**config.mk**
```make
export PLATFORM = sky130hd
export DESIGN_NAME = tilt_angle_tracker_core_flat
export DESIGN_NICKNAME = d
export VERILOG_FILES = /design/src/rtl/tat_pkg.sv /design/src/rtl/tat_ifs.sv /design/src/rtl/tat_cordic.sv /design/src/rtl/tilt_angle_tracker_core.sv /design/src/flat_wrapper.sv
export SDC_FILE = /design/constraint.sdc
export NUM_CORES = 2
export LEC_CHECK = 0
export BUFFER_PORTS_ARGS = -buffer_cell sky130_fd_sc_hd__buf_4
export CAP_MARGIN = 10
export CORE_ASPECT_RATIO = 1.2
export CORE_UTILIZATION = 35
export CTS_CLUSTER_SIZE = 10
export DETAILED_ROUTE_END_ITERATION = 12
export SETUP_SLACK_MARGIN = 0.02
export SKIP_CTS_REPAIR_TIMING = 1
export SYNTH_ARGS = -nofsm -noshare
export SYNTH_HDL_FRONTEND = slang
export SYNTH_SLANG_ARGS = --single-unit
export TNS_END_PERCENT = 30
```
**constraint.sdc**
```tcl
create_clock -name clk -period 14.7 [get_ports clk]
set_input_delay 3.675 -clock clk [delete_from_list [all_inputs] [get_ports clk]]
set_output_delay 3.675 -clock clk [all_outputs]
set_load 0.01 [all_outputs]
```
**src/rtl/tat_pkg.sv**
```systemverilog
package tat_pkg;

  localparam int ACC_W        = 16;
  localparam int ANG_W        = 18;
  localparam int PIX_W        = 8;
  localparam int GAIN_W       = 16;
  localparam int CX_W         = 7;
  localparam int CY_W         = 6;
  localparam int LEN_W        = 6;
  localparam int CFG_IDX_W    = 8;
  localparam int CFG_DATA_W   = 16;

  localparam int CORDIC_STEPS_DEF = 16;
  localparam int ATAN_LEN         = 24;
  localparam int ATAN_IDX_W       = 5;
  localparam int ATAN_W           = 30;
  localparam int DW               = 39;
  localparam int ZW               = 34;
  localparam int KQ_W             = 30;

  localparam logic [GAIN_W-1:0] GAIN_RST = 16'd6554;
  localparam logic [CX_W-1:0]   CX_RST   = 7'd64;
  localparam logic [CY_W-1:0]   CY_RST   = 6'd32;
  localparam logic [LEN_W-1:0]  LEN_RST  = 6'd32;

  localparam logic [CFG_IDX_W-1:0] CFG_GAIN = 8'd0;
  localparam logic [CFG_IDX_W-1:0] CFG_CX   = 8'd1;
  localparam logic [CFG_IDX_W-1:0] CFG_CY   = 8'd2;
  localparam logic [CFG_IDX_W-1:0] CFG_LEN  = 8'd3;

  typedef enum logic {
    CORDIC_VEC,
    CORDIC_ROT
  } cordic_mode_t;

  typedef struct packed {
    logic         start;
    cordic_mode_t mode;
  } cordic_ctl_t;

  typedef struct packed {
    logic busy;
    logic done;
  } cordic_stat_t;

  // atan(2^-i) in units of pi/2^31
  function automatic logic [ATAN_W-1:0] atan_lut(input logic [ATAN_IDX_W-1:0] idx);
    logic [ATAN_W-1:0] v;
    case (idx)
      5'd0:    v = 30'd536870912;
      5'd1:    v = 30'd316933406;
      5'd2:    v = 30'd167458907;
      5'd3:    v = 30'd85004756;
      5'd4:    v = 30'd42667331;
      5'd5:    v = 30'd21354465;
      5'd6:    v = 30'd10680862;
      5'd7:    v = 30'd5340245;
      5'd8:    v = 30'd2670163;
      5'd9:    v = 30'd1335087;
      5'd10:   v = 30'd667544;
      5'd11:   v = 30'd333772;
      5'd12:   v = 30'd166886;
      5'd13:   v = 30'd83443;
      5'd14:   v = 30'd41722;
      5'd15:   v = 30'd20861;
      5'd16:   v = 30'd10430;
      5'd17:   v = 30'd5215;
      5'd18:   v = 30'd2608;
      5'd19:   v = 30'd1304;
      5'd20:   v = 30'd652;
      5'd21:   v = 30'd326;
      5'd22:   v = 30'd163;
      5'd23:   v = 30'd81;
      default: v = '0;
    endcase
    return v;
  endfunction

endpackage

```
**src/rtl/tat_ifs.sv**
```systemverilog
interface tat_in_if import tat_pkg::*; ();
  logic                    valid;
  logic                    ready;
  logic signed [ACC_W-1:0] accel_x;
  logic signed [ACC_W-1:0] accel_y;
  modport source (output valid, output accel_x, output accel_y, input ready);
  modport sink (input valid, input accel_x, input accel_y, output ready);
endinterface

interface tat_out_if import tat_pkg::*; ();
  logic                    valid;
  logic                    ready;
  logic signed [ANG_W-1:0] smoothed_angle;
  logic [PIX_W-1:0]        end_x;
  logic [PIX_W-1:0]        end_y;
  modport source (output valid, output smoothed_angle, output end_x, output end_y,
                  input ready);
  modport sink (input valid, input smoothed_angle, input end_x, input end_y,
                output ready);
endinterface

interface tat_cfg_if import tat_pkg::*; ();
  logic                  valid;
  logic                  ready;
  logic [CFG_IDX_W-1:0]  idx;
  logic [CFG_DATA_W-1:0] data;
  modport source (output valid, output idx, output data, input ready);
  modport sink (input valid, input idx, input data, output ready);
endinterface

```
**src/rtl/tat_cordic.sv**
```systemverilog
module tat_cordic import tat_pkg::*; #(
  parameter int STEPS = CORDIC_STEPS_DEF
) (
  input  logic                 clk,
  input  logic                 rst_n,
  input  cordic_ctl_t          ctl,
  input  logic signed [DW-1:0] x_init,
  input  logic signed [DW-1:0] y_init,
  input  logic signed [ZW-1:0] z_init,
  output logic signed [DW-1:0] x_out,
  output logic signed [DW-1:0] y_out,
  output logic signed [ZW-1:0] z_out,
  output cordic_stat_t         stat
);

  localparam int IW = $clog2(STEPS);

  cordic_mode_t         mode_r;
  logic [IW-1:0]        cnt_r;
  logic                 busy_r;
  logic                 done_r;
  logic signed [DW-1:0] x_r;
  logic signed [DW-1:0] y_r;
  logic signed [ZW-1:0] z_r;

  logic signed [DW-1:0] dx;
  logic signed [DW-1:0] dy;
  logic signed [ZW-1:0] ang;
  logic                 up;
  logic signed [DW-1:0] x_nxt;
  logic signed [DW-1:0] y_nxt;
  logic signed [ZW-1:0] z_nxt;

  assign dx  = x_r >>> cnt_r;
  assign dy  = y_r >>> cnt_r;
  assign ang = ZW'($signed({1'b0, atan_lut(ATAN_IDX_W'(cnt_r))}));
  assign up  = (mode_r == CORDIC_ROT) ? !z_r[ZW-1] : y_r[DW-1];

  always_comb begin
    if (up) begin
      x_nxt = x_r - dy;
      y_nxt = y_r + dx;
      z_nxt = z_r - ang;
    end else begin
      x_nxt = x_r + dy;
      y_nxt = y_r - dx;
      z_nxt = z_r + ang;
    end
  end

  always_ff @(posedge clk) begin
    if (!rst_n) begin
      busy_r <= 1'b0;
      done_r <= 1'b0;
      cnt_r  <= '0;
      mode_r <= CORDIC_VEC;
    end else begin
      done_r <= 1'b0;
      if (ctl.start) begin
        busy_r <= 1'b1;
        cnt_r  <= '0;
        mode_r <= ctl.mode;
      end else if (busy_r) begin
        cnt_r <= cnt_r + 1'b1;
        if (cnt_r == IW'(STEPS - 1)) begin
          busy_r <= 1'b0;
          done_r <= 1'b1;
        end
      end
    end
  end

  always_ff @(posedge clk) begin
    if (ctl.start) begin
      x_r <= x_init;
      y_r <= y_init;
      z_r <= z_init;
    end else if (busy_r) begin
      x_r <= x_nxt;
      y_r <= y_nxt;
      z_r <= z_nxt;
    end
  end

  assign x_out     = x_r;
  assign y_out     = y_r;
  assign z_out     = z_r;
  assign stat.busy = busy_r;
  assign stat.done = done_r;

endmodule

```
**src/rtl/tilt_angle_tracker_core.sv**
```systemverilog
// Tilt angle tracker.
// in_bus carries one accelerometer beat (accel_x, accel_y). in_bus.ready is high only
// while the block is idle; one beat is worked on at a time.
// out_bus carries one result beat per input beat: the low-passed angle in units of
// pi/32768 rad and the pointer end point (end_x, end_y), clamped to 0..255.
// cfg_bus writes filter_gain (0), center_x (1), center_y (2), pointer_length (3);
// other indexes are dropped. cfg_bus.ready is always high; write only while idle.
// One CORDIC unit does both the atan2 vectoring pass and the cos/sin rotation pass,
// one micro-rotation per cycle. A new input beat is taken the cycle after the result
// is loaded.
// The result sits in an output register; a stalled receiver holds it while the next
// beat is worked on, and the following result waits until the register frees.
// Reset (rst_n low, synchronous) returns the registers to their defaults, clears the
// filtered angle to zero and drops out_bus.valid.
module tilt_angle_tracker_core import tat_pkg::*; #(
  parameter int CORDIC_STEPS = CORDIC_STEPS_DEF
) (
  input logic       clk,
  input logic       rst_n,
  tat_in_if.sink    in_bus,
  tat_out_if.source out_bus,
  tat_cfg_if.sink   cfg_bus
);

  localparam longint unsigned KQ30 = 64'd652032874 +
    ((64'd434688583 + ((64'd1 << (2 * CORDIC_STEPS)) >> 1)) >> (2 * CORDIC_STEPS));
  localparam logic [KQ_W-1:0] K_GAIN = KQ_W'(KQ30);
  localparam logic signed [ZW-1:0] PI31 = ZW'(64'sd2147483648);

  typedef enum logic [2:0] {
    S_IDLE,
    S_VEC,
    S_UNWRAP,
    S_MUL,
    S_UPD,
    S_ROT,
    S_FIN
  } state_t;

  state_t                  state_r;
  logic [GAIN_W-1:0]       gain_r;
  logic [CX_W-1:0]         cx_r;
  logic [CY_W-1:0]         cy_r;
  logic [LEN_W-1:0]        len_r;
  logic                    zero_r;
  logic signed [ANG_W-1:0] filt_r;
  logic signed [ANG_W-1:0] t0a_r;
  logic signed [ANG_W-1:0] diff_r;
  logic signed [34:0]      prod_r;
  logic [KQ_W+LEN_W-1:0]   kl_r;
  logic                    flip_r;
  logic                    out_valid_r;
  logic signed [ANG_W-1:0] ang_out_r;
  logic [PIX_W-1:0]        ex_r;
  logic [PIX_W-1:0]        ey_r;

  cordic_ctl_t          cdc_ctl;
  cordic_stat_t         cdc_stat;
  logic signed [DW-1:0] cdc_x0;
  logic signed [DW-1:0] cdc_y0;
  logic signed [ZW-1:0] cdc_z0;
  logic signed [DW-1:0] cdc_x;
  logic signed [DW-1:0] cdc_y;
  logic signed [ZW-1:0] cdc_z;

  logic                    in_acc;
  logic signed [DW-1:0]    vx0;
  logic signed [DW-1:0]    vy0;
  logic signed [ZW-1:0]    zsum;
  logic signed [ANG_W-1:0] zsh;
  logic signed [ANG_W-1:0] raw_nxt;
  logic signed [ANG_W:0]   d0;
  logic signed [ANG_W-1:0] t0a_nxt;
  logic signed [ANG_W-1:0] diff_nxt;
  logic signed [34:0]      prod_nxt;
  logic signed [34:0]      prnd;
  logic signed [ANG_W-1:0] filt_nxt;
  logic signed [16:0]      a_w;
  logic signed [16:0]      a_nxt;
  logic                    flip_nxt;
  logic signed [DW-1:0]    vx_f;
  logic signed [DW-1:0]    vy_f;
  logic [PIX_W-1:0]        ex_nxt;
  logic [PIX_W-1:0]        ey_nxt;
  logic                    out_free;

  function automatic logic [PIX_W-1:0] sat_point(input logic [CX_W-1:0] ctr,
                                                  input logic signed [DW-1:0] v);
    logic signed [DW-1:0] vr;
    logic signed [10:0]   p;
    vr = (v + DW'(64'sd4194304)) >>> 30;
    p  = 11'($signed({1'b0, ctr})) + 11'(vr);
    if (p < 0) begin
      return '0;
    end else if (p > 11'sd255) begin
      return '1;
    end
    return p[PIX_W-1:0];
  endfunction

  tat_cordic #(
    .STEPS(CORDIC_STEPS)
  ) u_cordic (
    .clk    (clk),
    .rst_n  (rst_n),
    .ctl    (cdc_ctl),
    .x_init (cdc_x0),
    .y_init (cdc_y0),
    .z_init (cdc_z0),
    .x_out  (cdc_x),
    .y_out  (cdc_y),
    .z_out  (cdc_z),
    .stat   (cdc_stat)
  );

  assign in_acc = in_bus.valid && in_bus.ready;
  assign vx0    = DW'(in_bus.accel_y) <<< 16;
  assign vy0    = DW'(in_bus.accel_x) <<< 16;

  // raw angle: round to pi/32768, clamp to +-pi, zero for a zero input
  assign zsum = cdc_z + ZW'(32'sd32768);
  assign zsh  = zsum[ANG_W+15:16];
  always_comb begin
    if (zero_r) begin
      raw_nxt = '0;
    end else if (zsh > ANG_W'(32'sd32768)) begin
      raw_nxt = ANG_W'(32'sd32768);
    end else if (zsh < -ANG_W'(32'sd32768)) begin
      raw_nxt = -ANG_W'(32'sd32768);
    end else begin
      raw_nxt = zsh;
    end
  end

  // unwrap kept angle toward raw
  assign d0 = (ANG_W+1)'(filt_r) - (ANG_W+1)'(raw_nxt);
  always_comb begin
    if (d0 > (ANG_W+1)'(32'sd32768)) begin
      t0a_nxt = filt_r - ANG_W'(32'sd65536);
    end else if (d0 < -(ANG_W+1)'(32'sd32768)) begin
      t0a_nxt = filt_r + ANG_W'(32'sd65536);
    end else begin
      t0a_nxt = filt_r;
    end
  end
  assign diff_nxt = raw_nxt - t0a_nxt;

  // (1-g)*old + g*raw == old + g*(raw-old)
  assign prod_nxt = 35'($signed({1'b0, gain_r})) * 35'(diff_r);
  assign prnd     = (prod_r + 35'sd32768) >>> 16;
  assign filt_nxt = t0a_r + ANG_W'(prnd);

  assign a_w = 17'($signed(filt_nxt[15:0]));
  always_comb begin
    if (a_w > 17'sd16384) begin
      a_nxt    = a_w - 17'sd32768;
      flip_nxt = 1'b1;
    end else if (a_w < -17'sd16384) begin
      a_nxt    = a_w + 17'sd32768;
      flip_nxt = 1'b1;
    end else begin
      a_nxt    = a_w;
      flip_nxt = 1'b0;
    end
  end

  always_comb begin
    cdc_ctl.start = 1'b0;
    cdc_ctl.mode  = CORDIC_VEC;
    cdc_x0        = vx0;
    cdc_y0        = vy0;
    cdc_z0        = '0;
    case (state_r)
      S_IDLE: begin
        cdc_ctl.start = in_acc;
        if (in_bus.accel_y < 0) begin
          cdc_x0 = -vx0;
          cdc_y0 = -vy0;
          cdc_z0 = (in_bus.accel_x >= 0) ? PI31 : -PI31;
        end
      end
      S_UPD: begin
        cdc_ctl.start = 1'b1;
        cdc_ctl.mode  = CORDIC_ROT;
        cdc_x0        = DW'(kl_r);
        cdc_y0        = '0;
        cdc_z0        = ZW'(a_nxt) <<< 16;
      end
      default: begin
        cdc_ctl.start = 1'b0;
      end
    endcase
  end

  assign vx_f     = flip_r ? -cdc_x : cdc_x;
  assign vy_f     = flip_r ? -cdc_y : cdc_y;
  assign ex_nxt   = sat_point(cx_r, vx_f);
  assign ey_nxt   = sat_point(CX_W'(cy_r), vy_f);
  assign out_free = !out_valid_r || out_bus.ready;

  always_ff @(posedge clk) begin
    if (!rst_n) begin
      state_r     <= S_IDLE;
      gain_r      <= GAIN_RST;
      cx_r        <= CX_RST;
      cy_r        <= CY_RST;
      len_r       <= LEN_RST;
      filt_r      <= '0;
      out_valid_r <= 1'b0;
    end else begin
      if (cfg_bus.valid) begin
        case (cfg_bus.idx)
          CFG_GAIN: gain_r <= cfg_bus.data[GAIN_W-1:0];
          CFG_CX:   cx_r   <= cfg_bus.data[CX_W-1:0];
          CFG_CY:   cy_r   <= cfg_bus.data[CY_W-1:0];
          CFG_LEN:  len_r  <= cfg_bus.data[LEN_W-1:0];
          default: ;
        endcase
      end
      if ((state_r == S_FIN) && out_free) begin
        out_valid_r <= 1'b1;
      end else if (out_valid_r && out_bus.ready) begin
        out_valid_r <= 1'b0;
      end
      case (state_r)
        S_IDLE: begin
          if (in_acc) begin
            zero_r  <= (in_bus.accel_x == '0) && (in_bus.accel_y == '0);
            state_r <= S_VEC;
          end
        end
        S_VEC: begin
          if (cdc_stat.done) begin
            state_r <= S_UNWRAP;
          end
        end
        S_UNWRAP: begin
          t0a_r   <= t0a_nxt;
          diff_r  <= diff_nxt;
          kl_r    <= K_GAIN * len_r;
          state_r <= S_MUL;
        end
        S_MUL: begin
          prod_r  <= prod_nxt;
          state_r <= S_UPD;
        end
        S_UPD: begin
          filt_r  <= filt_nxt;
          flip_r  <= flip_nxt;
          state_r <= S_ROT;
        end
        S_ROT: begin
          if (cdc_stat.done) begin
            state_r <= S_FIN;
          end
        end
        S_FIN: begin
          if (out_free) begin
            ang_out_r <= filt_r;
            ex_r      <= ex_nxt;
            ey_r      <= ey_nxt;
            state_r   <= S_IDLE;
          end
        end
        default: begin
          state_r <= S_IDLE;
        end
      endcase
    end
  end

  assign in_bus.ready           = (state_r == S_IDLE);
  assign cfg_bus.ready          = 1'b1;
  assign out_bus.valid          = out_valid_r;
  assign out_bus.smoothed_angle = ang_out_r;
  assign out_bus.end_x          = ex_r;
  assign out_bus.end_y          = ey_r;

`ifndef SYNTHESIS
  a_start_vec: assert property (@(posedge clk) disable iff (!rst_n)
    in_acc |=> (state_r == S_VEC) && cdc_stat.busy)
    else $error("input beat did not start vectoring pass");

  a_done_phase: assert property (@(posedge clk) disable iff (!rst_n)
    cdc_stat.done |-> (state_r == S_VEC || state_r == S_ROT))
    else $error("cordic done outside a pass");

  a_filt_range: assert property (@(posedge clk) disable iff (!rst_n)
    (filt_r <= ANG_W'(32'sd65536)) && (filt_r >= -ANG_W'(32'sd65536)))
    else $error("filtered angle out of range");

  a_out_load: assert property (@(posedge clk) disable iff (!rst_n)
    $rose(out_valid_r) |-> $past(state_r) == S_FIN)
    else $error("result loaded outside final state");
`endif

endmodule

```
**src/flat_wrapper.sv**
```systemverilog
// flat-port wrapper written by rule: the top's interface ports become plain ports
module tilt_angle_tracker_core_flat import tat_pkg::*;
#(
  parameter int CORDIC_STEPS = CORDIC_STEPS_DEF
)
  (clk, rst_n, in_bus_valid, in_bus_accel_x, in_bus_accel_y, in_bus_ready, out_bus_valid, out_bus_smoothed_angle, out_bus_end_x, out_bus_end_y, out_bus_ready, cfg_bus_valid, cfg_bus_idx, cfg_bus_data, cfg_bus_ready);
  tat_in_if in_bus_i ();
  tat_out_if out_bus_i ();
  tat_cfg_if cfg_bus_i ();
  input logic clk;
  input logic rst_n;
  input wire logic [$bits(in_bus_i.valid)-1:0] in_bus_valid;
  input wire logic [$bits(in_bus_i.accel_x)-1:0] in_bus_accel_x;
  input wire logic [$bits(in_bus_i.accel_y)-1:0] in_bus_accel_y;
  output wire logic [$bits(in_bus_i.ready)-1:0] in_bus_ready;
  output wire logic [$bits(out_bus_i.valid)-1:0] out_bus_valid;
  output wire logic [$bits(out_bus_i.smoothed_angle)-1:0] out_bus_smoothed_angle;
  output wire logic [$bits(out_bus_i.end_x)-1:0] out_bus_end_x;
  output wire logic [$bits(out_bus_i.end_y)-1:0] out_bus_end_y;
  input wire logic [$bits(out_bus_i.ready)-1:0] out_bus_ready;
  input wire logic [$bits(cfg_bus_i.valid)-1:0] cfg_bus_valid;
  input wire logic [$bits(cfg_bus_i.idx)-1:0] cfg_bus_idx;
  input wire logic [$bits(cfg_bus_i.data)-1:0] cfg_bus_data;
  output wire logic [$bits(cfg_bus_i.ready)-1:0] cfg_bus_ready;
  assign in_bus_i.valid = in_bus_valid;
  assign in_bus_i.accel_x = in_bus_accel_x;
  assign in_bus_i.accel_y = in_bus_accel_y;
  assign in_bus_ready = in_bus_i.ready;
  assign out_bus_valid = out_bus_i.valid;
  assign out_bus_smoothed_angle = out_bus_i.smoothed_angle;
  assign out_bus_end_x = out_bus_i.end_x;
  assign out_bus_end_y = out_bus_i.end_y;
  assign out_bus_i.ready = out_bus_ready;
  assign cfg_bus_i.valid = cfg_bus_valid;
  assign cfg_bus_i.idx = cfg_bus_idx;
  assign cfg_bus_i.data = cfg_bus_data;
  assign cfg_bus_ready = cfg_bus_i.ready;
  tilt_angle_tracker_core #(.CORDIC_STEPS(CORDIC_STEPS)) u_core (.clk(clk), .rst_n(rst_n), .in_bus(in_bus_i), .out_bus(out_bus_i), .cfg_bus(cfg_bus_i));
endmodule
```
==> out/qor.yml <==
clockBufferDepth: 3
drc: 0
avgRoutedWirePerCell_um: 19.4
synth-async-reset-ratio_pct: 0
dieArea_um2: 124000
ys_seq_area_share_pct: 21.1
grt_max_degree: 87
drt_iter0_markers: 2661
grt_pass1_wl_mm: 196
syn-num-nets: 5490
portBuffers: 96
synthCells: 4769
ys_top_cells_by_area: "edfxtp_1, fa_1, ha_1, nand2_1, xnor2_1"
worst-path-buf-inv: 1
cts-root-buf: "clkbuf_16"
cts_htree_levels: 2
ys_types: 94
wl_mm: 124
cp.arrival_ps: 7940
grt_usage_pct: 19.9
avgViaCountPerCell: 5.42
cp_max_fo: 14
overflow: 0
tightest_slew_ps: 1080
drtPass1Iterations: 5
end_kind: "register"
start_util_pct: 35.3
ios: 98
design_area_um2: 46600
critical_path.top_delay_family: "compound AO/OA/AOI/OAI gates"
critical_path.startpoint_type: "register"
yosys.area_share.simple_pct: 16.7
synth-seq-cells: 332
synthToLayoutAreaGrowth_pct: 8.62
place_area_um2: 45000
yosysTopAreaCell: "edfxtp_1"
status: "finished, final reports clean"
skew_ps: 27.7
required_ps: 15080
synthFlopType: "edfxtp_1"
worstSkewPairLatency_ps: 650
grt_pass1_vias: 34554
setup.worst_path.class: "register to register"
maxSlewHeadroom_pct: 27.5
synthXorXnorAreaFrac_pct: 7.77
finalHoldViolCount: 0
post-route-min-period_ps: 7560
syn_area_um2: 42900
synth_top_area_share_pct: 16.7
maxSlewViolCount: 0
peakVddDrop_mv: 0.203
core_um2: 121000
avgSynthCellArea_um2: 8.99
post-dp-hpwl_mm: 96.8
num_rows: 140
antenna_found_initial: 1
nNetsFinal: 5438
cts_sinks: 332
die_y_um: 385
p_leak_uw: 0.0198
drive_above_1_share_pct: 8.31
tns_ps: 0
die_w_um: 322
synth-compound-area-share_pct: 14.8
power_density_nw_per_um2: 186
cts_tree: "built"
maxCapViolations: 0
crit_top_cell: "ha_1"
hp-class: "register to register"
gp_congestion: 0.898
max_stage_delay_ps: 800
min_period_over_period_pct: 51.4
fill_cells: 12172
synth_fa_ha_area_share_pct: 25.1
path_clk_slew_ps: 60
final_antenna_net_count: 0
synthMuxAreaShare_pct: 8.00
cp_slowest_cell: "a31oi_1"
yosysWarnings: 0
fmax_ghz: 0.132
vias: 34659
rsz0062_at_grt: "false"
setup_violations: 0
synth_top_family_by_area: "adder cells"
synth_edf_count: 238
numCtsBuffers: 46
[placed cells by master, fill, tap and decap left out, types with 14 or more instances in the layout]
cell / count
nand2_1: 514
inv_1: 500
fa_1: 330
ha_1: 330
nor2_1: 264
a21oi_1: 248
edfxtp_1: 238
o21ai_0: 223
xnor2_1: 220
and2_1: 159
xor2_1: 158
buf_4: 126
a21o_1: 98
dfxtp_1: 90
mux2i_1: 87
nand3_1: 85
mux4_2: 77
nor3_1: 71
nor2b_1: 61
a31oi_1: 54
mux2_2: 50
nand2b_1: 49
clkbuf_16: 47
and3_1: 41
a21boi_0: 39
a211oi_1: 38
o22ai_1: 38
o21a_1: 36
or3_1: 33
nand4_1: 31
nor4_1: 30
o21bai_1: 26
o31ai_1: 25
or2_2: 21
o211ai_1: 17
nand3b_1: 14
a31o_2: 14
clkbuf_1: 14
[where the power goes]
group / internal, uW / leakage [uW] / switching, uW
Sequential: 1400 / 0.00299 / 417
Clock: 700 / 0.000761 / 482
Combinational: 2480 / 0.0160 / 3170
[logic make-up after synthesis]
group           count (synthesis)
simple gates                 1454
compound gates                986
buf+inv                       730
fa+ha+maj                     663
xor+xnor                      379
flops                         332
mux                           224
other cells                     1
[layer usage]
metal  track usage [%]  up-vias  part of all wire (%)
li1                  -    16465                     -
met1              25.7    17063                    43
met2              34.7      946                    49
met3              2.02      185                   5.1
met4              6.62        0                   3.1
met5                 0        -                     0
[final cells by class]
| cell class | instances | area [um^2] | area share [%] |
|---|---|---|---|
| sequential | 332 | 9040 | 19.4 |
| multi-input combinational | 3707 | 31100 | 66.8 |
| clock buffer | 65 | 1280 | 2.76 |
| clock inverter | 21 | 278 | 0.596 |
| tap | 1633 | 2040 | 4.39 |
| antenna | 2 | 5.00 | 0.0107 |
| timing repair buffer | 126 | 946 | 2.03 |
| inverter | 504 | 1890 | 4.06 |
[synth_stat cells (11+ instances only)]
| cell | number |
|---|---|
| or2_2 | 21 |
| nor2b_1 | 62 |
| a21oi_1 | 248 |
| a211oi_1 | 38 |
| mux2_2 | 50 |
| or3_1 | 33 |
| xor2_1 | 158 |
| a31oi_1 | 54 |
| and4_1 | 13 |
| nor3_1 | 73 |
| o31ai_1 | 25 |
| inv_1 | 501 |
| nand2_1 | 514 |
| a21boi_0 | 39 |
| fa_1 | 330 |
| a31o_2 | 14 |
| nand3_1 | 85 |
| nand3b_1 | 14 |
| a221oi_1 | 12 |
| mux4_2 | 77 |
| and3_1 | 41 |
| nand4_1 | 31 |
| buf_2 | 17 |
| dfxtp_1 | 94 |
| o21a_1 | 37 |
| buf_4 | 11 |
| ha_1 | 330 |
| clkbuf_1 | 171 |
| nor2_1 | 266 |
| xnor2_1 | 220 |
| buf_1 | 25 |
| nor4_1 | 30 |
| and2_1 | 159 |
| nand2b_1 | 50 |
| a22oi_1 | 13 |
| edfxtp_1 | 238 |
| o21bai_1 | 26 |
| o21ai_0 | 224 |
| a21o_1 | 98 |
| o22ai_1 | 38 |
| mux2i_1 | 87 |
| nor3b_1 | 11 |
| o211ai_1 | 17 |
[per-stage QoR]
stage	setup slack, ps	total power [uW]	hold slack, ps	cells	util (%)
after CTS	7130	8610	486	6388	38.4
after floorplan	5280	6050	449	4769	-
after detailed placement	7140	7360	483	6302	37.1
final	7140	8650	490	6390	38.4
after global placement	7240	7310	474	6302	37.1
after global routing	6630	9310	524	6389	38.4
[tightest hold or removal path: cells and delay by family, from the launching register on]
kind	cells	cell delay [ps]
compound gates	1	70
flops	1	310
simple gates	1	70
[flip-flops by register name, summed over array words and instances, names as in the netlist, 19 cells and up]
| register | count |
|---|---|
| u_core.u_cordic.x_out | 39 |
| u_core.u_cordic.y_out | 39 |
| u_core.kl_r | 35 |
| u_core.u_cordic.z_out | 34 |
| u_core.u_cordic.ang | 30 |
| u_core.prod_r | 19 |
[worst paths after layout]
kind,slack [ps],depth (start not counted),to,start
min,490,2,u_core.state_r[1],u_core.u_cordic.done_r
max,7140,26,u_core.diff_r[17],u_core.u_cordic.z_out[15]
min reg2reg,490,2,u_core.state_r[1],u_core.u_cordic.done_r
max reg2reg,7140,26,u_core.diff_r[17],u_core.u_cordic.z_out[15]
Power figures use the tool's default switching activity.
